**src/rtl/ffa_pkg.sv**
```systemverilog
`default_nettype none
// ----------------------------------------------------------------------------
// ffa_pkg: shared types and constants of the first-fit allocator
// Holds the command codes, result status codes, controller states and the
// search word that travels down the row of block cells.
// ----------------------------------------------------------------------------
package ffa_pkg;

    localparam int SIZE_W = 16;
    localparam int NEED_W = SIZE_W + 3;     // holds five times a size
    localparam int CNT_W  = 11;             // block count, up to 1024 blocks
    localparam int IDX_W  = CNT_W - 1;      // block index, up to 1023
    localparam int OIDX_W = 6;              // index width on the result port
    localparam int STAT_W = 2;

    // reciprocal of five: (x * FIFTH_MUL) >> FIFTH_SHIFT == x / 5 for 16-bit x
    localparam logic [SIZE_W-1:0] FIFTH_MUL   = 16'd52429;
    localparam int                FIFTH_SHIFT = 18;

    typedef enum logic [1:0] {
        CMD_CLEAR   = 2'd0,
        CMD_APPEND  = 2'd1,
        CMD_REQUEST = 2'd2,
        CMD_NONE    = 2'd3
    } t_cmd;

    localparam logic [STAT_W-1:0] STAT_DONE = 2'd0;
    localparam logic [STAT_W-1:0] STAT_MISS = 2'd1;
    localparam logic [STAT_W-1:0] STAT_FULL = 2'd2;

    typedef enum logic [1:0] {
        ST_IDLE,
        ST_BUSY,
        ST_OUT
    } t_state;

    // search word handed from cell to cell
    typedef struct packed {
        logic              vld;
        t_cmd              cmd;
        logic [SIZE_W-1:0] size;
        logic [NEED_W-1:0] need5;
        logic [CNT_W-1:0]  count;    // blocks in use when the word was issued
        logic              full;     // table full at issue
        logic              found;
        logic [IDX_W-1:0]  idx;
        logic              split;
        logic              dropped;
        logic              wr_pend;  // cell at index count takes wr_val
        logic [SIZE_W-1:0] wr_val;
    } t_word;

endpackage
`default_nettype wire

```
**src/rtl/ffa_cell.sv**
```systemverilog
`default_nettype none
// ----------------------------------------------------------------------------
// ffa_cell: one block of the free-space table
// Holds the free count of one block, checks the passing search word for a
// first fit, serves the request and splits off a fifth, and takes the value
// of an appended or split-off block when the word addresses it.
// ----------------------------------------------------------------------------
module ffa_cell #(
    parameter int CELL_IDX = 0
) (
    input  wire logic          i_clk,
    input  wire logic          i_rst_n,
    input  wire ffa_pkg::t_word i_word,
    output ffa_pkg::t_word     o_word
);
    import ffa_pkg::*;

    localparam logic [CNT_W-1:0] MY_CNT = CNT_W'(CELL_IDX);
    localparam logic [IDX_W-1:0] MY_IDX = IDX_W'(CELL_IDX);

    logic [SIZE_W-1:0]   r_free;
    t_word               r_word;
    t_word               n_word;
    logic                w_hit;
    logic                w_big;
    logic                w_split;
    logic                w_target;
    logic [2*SIZE_W-1:0] w_prod;
    logic [SIZE_W-1:0]   w_fifth;
    logic [SIZE_W-1:0]   w_after;

    always_comb begin
        w_hit    = i_word.vld && (i_word.cmd == CMD_REQUEST) && !i_word.found &&
                   (MY_CNT < i_word.count) && (r_free >= i_word.size);
        w_big    = {{(NEED_W-SIZE_W){1'b0}}, r_free} >= i_word.need5;
        w_split  = w_hit && w_big && !i_word.full;
        w_target = i_word.vld && i_word.wr_pend && (i_word.count == MY_CNT);
        w_prod   = r_free * FIFTH_MUL;
        w_fifth  = SIZE_W'(w_prod >> FIFTH_SHIFT);
        w_after  = r_free - (w_split ? w_fifth : '0) - i_word.size;

        n_word = i_word;
        if (w_hit) begin
            n_word.found   = 1'b1;
            n_word.idx     = MY_IDX;
            n_word.split   = w_split;
            n_word.dropped = w_big && i_word.full;
            // the new block sits at index count, always further down the row
            n_word.wr_pend = w_split;
            n_word.wr_val  = w_fifth;
        end
    end

    always_ff @(posedge i_clk) begin
        if (w_hit) begin
            r_free <= w_after;
        end else if (w_target) begin
            r_free <= i_word.wr_val;
        end
    end

    always_ff @(posedge i_clk) begin
        if (!i_rst_n) begin
            r_word.vld <= 1'b0;
        end else begin
            r_word.vld <= n_word.vld;
        end
    end

    always_ff @(posedge i_clk) begin
        r_word.cmd     <= n_word.cmd;
        r_word.size    <= n_word.size;
        r_word.need5   <= n_word.need5;
        r_word.count   <= n_word.count;
        r_word.full    <= n_word.full;
        r_word.found   <= n_word.found;
        r_word.idx     <= n_word.idx;
        r_word.split   <= n_word.split;
        r_word.dropped <= n_word.dropped;
        r_word.wr_pend <= n_word.wr_pend;
        r_word.wr_val  <= n_word.wr_val;
    end

    assign o_word = r_word;

endmodule
`default_nettype wire

```
**config.mk**
```make
export PLATFORM = sky130hd
export DESIGN_NAME = ffa_cell
export DESIGN_NICKNAME = d
export VERILOG_FILES = /design/src/rtl/ffa_pkg.sv /design/src/rtl/ffa_cell.sv
export SDC_FILE = /design/constraint.sdc
export NUM_CORES = 1
export LEC_CHECK = 0
export ABC_CLOCK_PERIOD_IN_PS = 14200
export BUFFER_PORTS_ARGS = -buffer_cell sky130_fd_sc_hd__buf_2
export CAP_MARGIN = 40
export CORE_MARGIN = 1
export CORE_UTILIZATION = 41
export DETAILED_ROUTE_END_ITERATION = 8
export PLACE_DENSITY = 0.71
export SYNTH_ARGS = -nofsm -noshare
export SYNTH_HDL_FRONTEND = slang
export SYNTH_SLANG_ARGS = --single-unit
```
**constraint.sdc**
```tcl
create_clock -name i_clk -period 14.2 [get_ports i_clk]
set_input_delay 0 -clock i_clk [delete_from_list [all_inputs] [get_ports i_clk]]
set_output_delay 0 -clock i_clk [all_outputs]
set_load 0.01 [all_outputs]
```
==> metrics.txt <==
CP top delay family adder cells; Mapped Nets 1260; Setup-failing EPs final 0; area delta synth->final 25.6%; Final Slew Violations 0; Max VDD drop 0.0000643 V; Placed Cells 1336; Max Freq 0.112 GHz; ys flop type dfxtp_1; Core Area 21300 µm²; Max-slew headroom 52.6%; Multi-input gate area 6070 µm²; Placed Area 10200 µm²; estimated wirelength of the detail-placed design 19200 µm; Final Power 899 µW; CTS tree built; number of port buffers 161; first-pass GRT wire length 40000 µm; clk_lat worst skew 0.34 ns; Syn. warnings 0; die width 150 µm; H-tree level count 3; Max clock buf depth 2; Buffers & Inverters on Critical Path 5; Hold Fails Final Rpt 0; shortest period the worst path allows 8.91 ns; Fill cells 1829; number of buffers created by CTS 9; number of I/O pins 162; number of distinct library cells after synthesis 52; initial core utilization 42.3%; Yosys reg bits 96; Starting DRT DRC Count 435; MaxCap Viol Count 0; Critical Path Start Type register; Critical Path Most Common Cell fa_1; top cell type by total area after synthesis ha_1; root buffer cell clkbuf_16; hold slack 0.306 ns; drt drc 0; largest net degree at the start of global routing 62; share of the synthesized area in the top cell type 25.1%; Layout Nets 1510; Via Count 7318; cells after synthesis 903; Post-synth EDFFs 16; Async SR Flop Fraction 0%; initial antenna violation count 0; post-synthesis sequential area ratio 23.1%; CP peak stage delay 0.58 ns; largest cells by area after synthesis ha_1 25%, fa_1 21%, dfxtp_1 18%; status finished, final reports clean; pwr dens 79.5 nW/µm²; ANT cells 0; vias in the first global route 7668; post-detailed-route wirelength per cell 17.5 µm; post-route clock period utilization 62.7%; worst-path fanout max 8; fin area 11300 µm²; RSZ-0062 raised after global routing false; Slew @ Worst Pin 0.711 ns; total wire length 25100 µm; GRT Overall Usage 23.4%; crit path max-delay cell type edfxtp_1; die area 22600 µm²; Reg area 2080 µm²; Crit Path Category register to register; synthesized area per cell 9.97 µm²; Worst setup EP type register; RePlAce Congestion 0.942; clk_skew 0.00858 ns; total negative setup slack 0 ns; CP Data Arrival Time 8.97 ns; row count 53; Worst Hold Class input port to register; Overflow after GRT 0; share of layout cells above drive strength 1 17.2%; WP data required 14.27 ns; Lkg Pwr 5.89 nW; Non-Filler Instances 1433; Clk pin slew, worst setup/hold paths 0.07 ns; Clock Sinks 96; ANT nets after route 0; Pre-antenna DRT Iters 5; overall die height 150 µm; synthesized area 9010 µm²; Vias/cell 5.11
cell usage in the layout (no fill, tap or decap), drive strengths merged, types with 14 or more instances in the layout:
| master | netlist | layout |
|---|---|---|
| fa | 94 | 94 |
| clkbuf | 3 | 14 |
| dlygate4sd3 | 0 | 81 |
| inv | 223 | 225 |
| xnor2 | 20 | 20 |
| ha | 181 | 181 |
| nor2 | 14 | 14 |
| nand2 | 51 | 51 |
| and2 | 17 | 17 |
| dfxtp | 80 | 80 |
| buf | 4 | 165 |
| edfxtp | 16 | 16 |
| a21oi | 36 | 36 |
| o21ai | 32 | 32 |
per-layer routing:
layer | vias up | GRT usage (%) | share of wire, %
li1 | 3446 | - | -
met1 | 3569 | 30.3 | 44
met2 | 252 | 39.9 | 47
met3 | 51 | 4.88 | 6.6
met4 | 0 | 5.20 | 2.1
met5 | - | 0 | 0
registers in the layout, indices dropped and copies added (netlist names):
register and flops:
r_free 16, o_word 80
layout make-up:
cell class / instances / share of cell area (%)
multi-input combinational: 577 / 53.6
tap: 275 / 3.04
clock inverter: 2 / 0.155
sequential: 96 / 18.4
timing repair buffer: 246 / 14.5
inverter: 223 / 7.40
clock buffer: 14 / 2.90
what timing repair did:
action / 4_1_cts / 5_1_grt
hold buffers: 81 / 0
endpoints found under the setup margin: 0 / 0
resized for setup: 0 / 0
buffers inserted: 0 / 0
hold endpoints to repair: 87 / 0
metrics by stage:
stage | worst slack, ns | util (%)
after detailed placement | 5.43 | 47.7
after floorplan | 6.37 | -
final | 5.29 | 53.2
after global placement | 5.66 | 47.7
after CTS | 5.38 | 53.2
after global routing | 4.87 | 53.2
worst paths after layout:
check | from | endpoint | slack, ns | depth (start not counted)
setup / recovery | r_free[6] | r_free[14] | 5.29 | 29
hold / removal | i_word[40] | o_word[40] | 0.31 | 2
setup reg to reg | r_free[6] | r_free[14] | 5.29 | 29
hold reg to reg | r_free[1] | r_free[0] | 0.99 | 2
cell families after synthesis:
logic type,after synthesis,share of synthesized area [%]
simple gates,135,7.67
buf+inv,230,9.64
compound gates,123,8.95
mux,12,1.49
flops,96,23.1
fa+ha+maj,275,46.0
xor+xnor,32,3.11
cells in the mapped netlist (2+ instances only):
master     instances
inv_1            223
ha_1             181
nor4_1             2
o211ai_1           3
buf_2              4
edfxtp_1          16
mux2_2            11
nand2_1           51
o221ai_1           2
or3_1              2
clkbuf_1           3
and2_1            17
o31ai_1            3
a311oi_1           3
nor2_1            14
and4_1             2
a22o_1             2
o21ai_0           31
a2111oi_0          4
o21bai_1           5
nor3_1             5
a21o_1            11
nand4_1            5
xnor2_1           20
nand2b_1          12
nor2b_1            4
xor2_1            12
a221o_1            3
a211oi_1           5
nand3_1           10
fa_1              94
a21oi_1           35
and3_1             5
o2111ai_1          5
dfxtp_1           80
or2_2              2
power breakdown:
group	internal, mW	total (mW)	leakage, nW	switching, mW
clock network	0.162	0.272	0.171	0.110
registers	0.290	0.295	0.819	0.00519
logic	0.136	0.332	4.90	0.196
total	0.588	0.899	5.89	0.312
(Power assumes the default switching activity.)
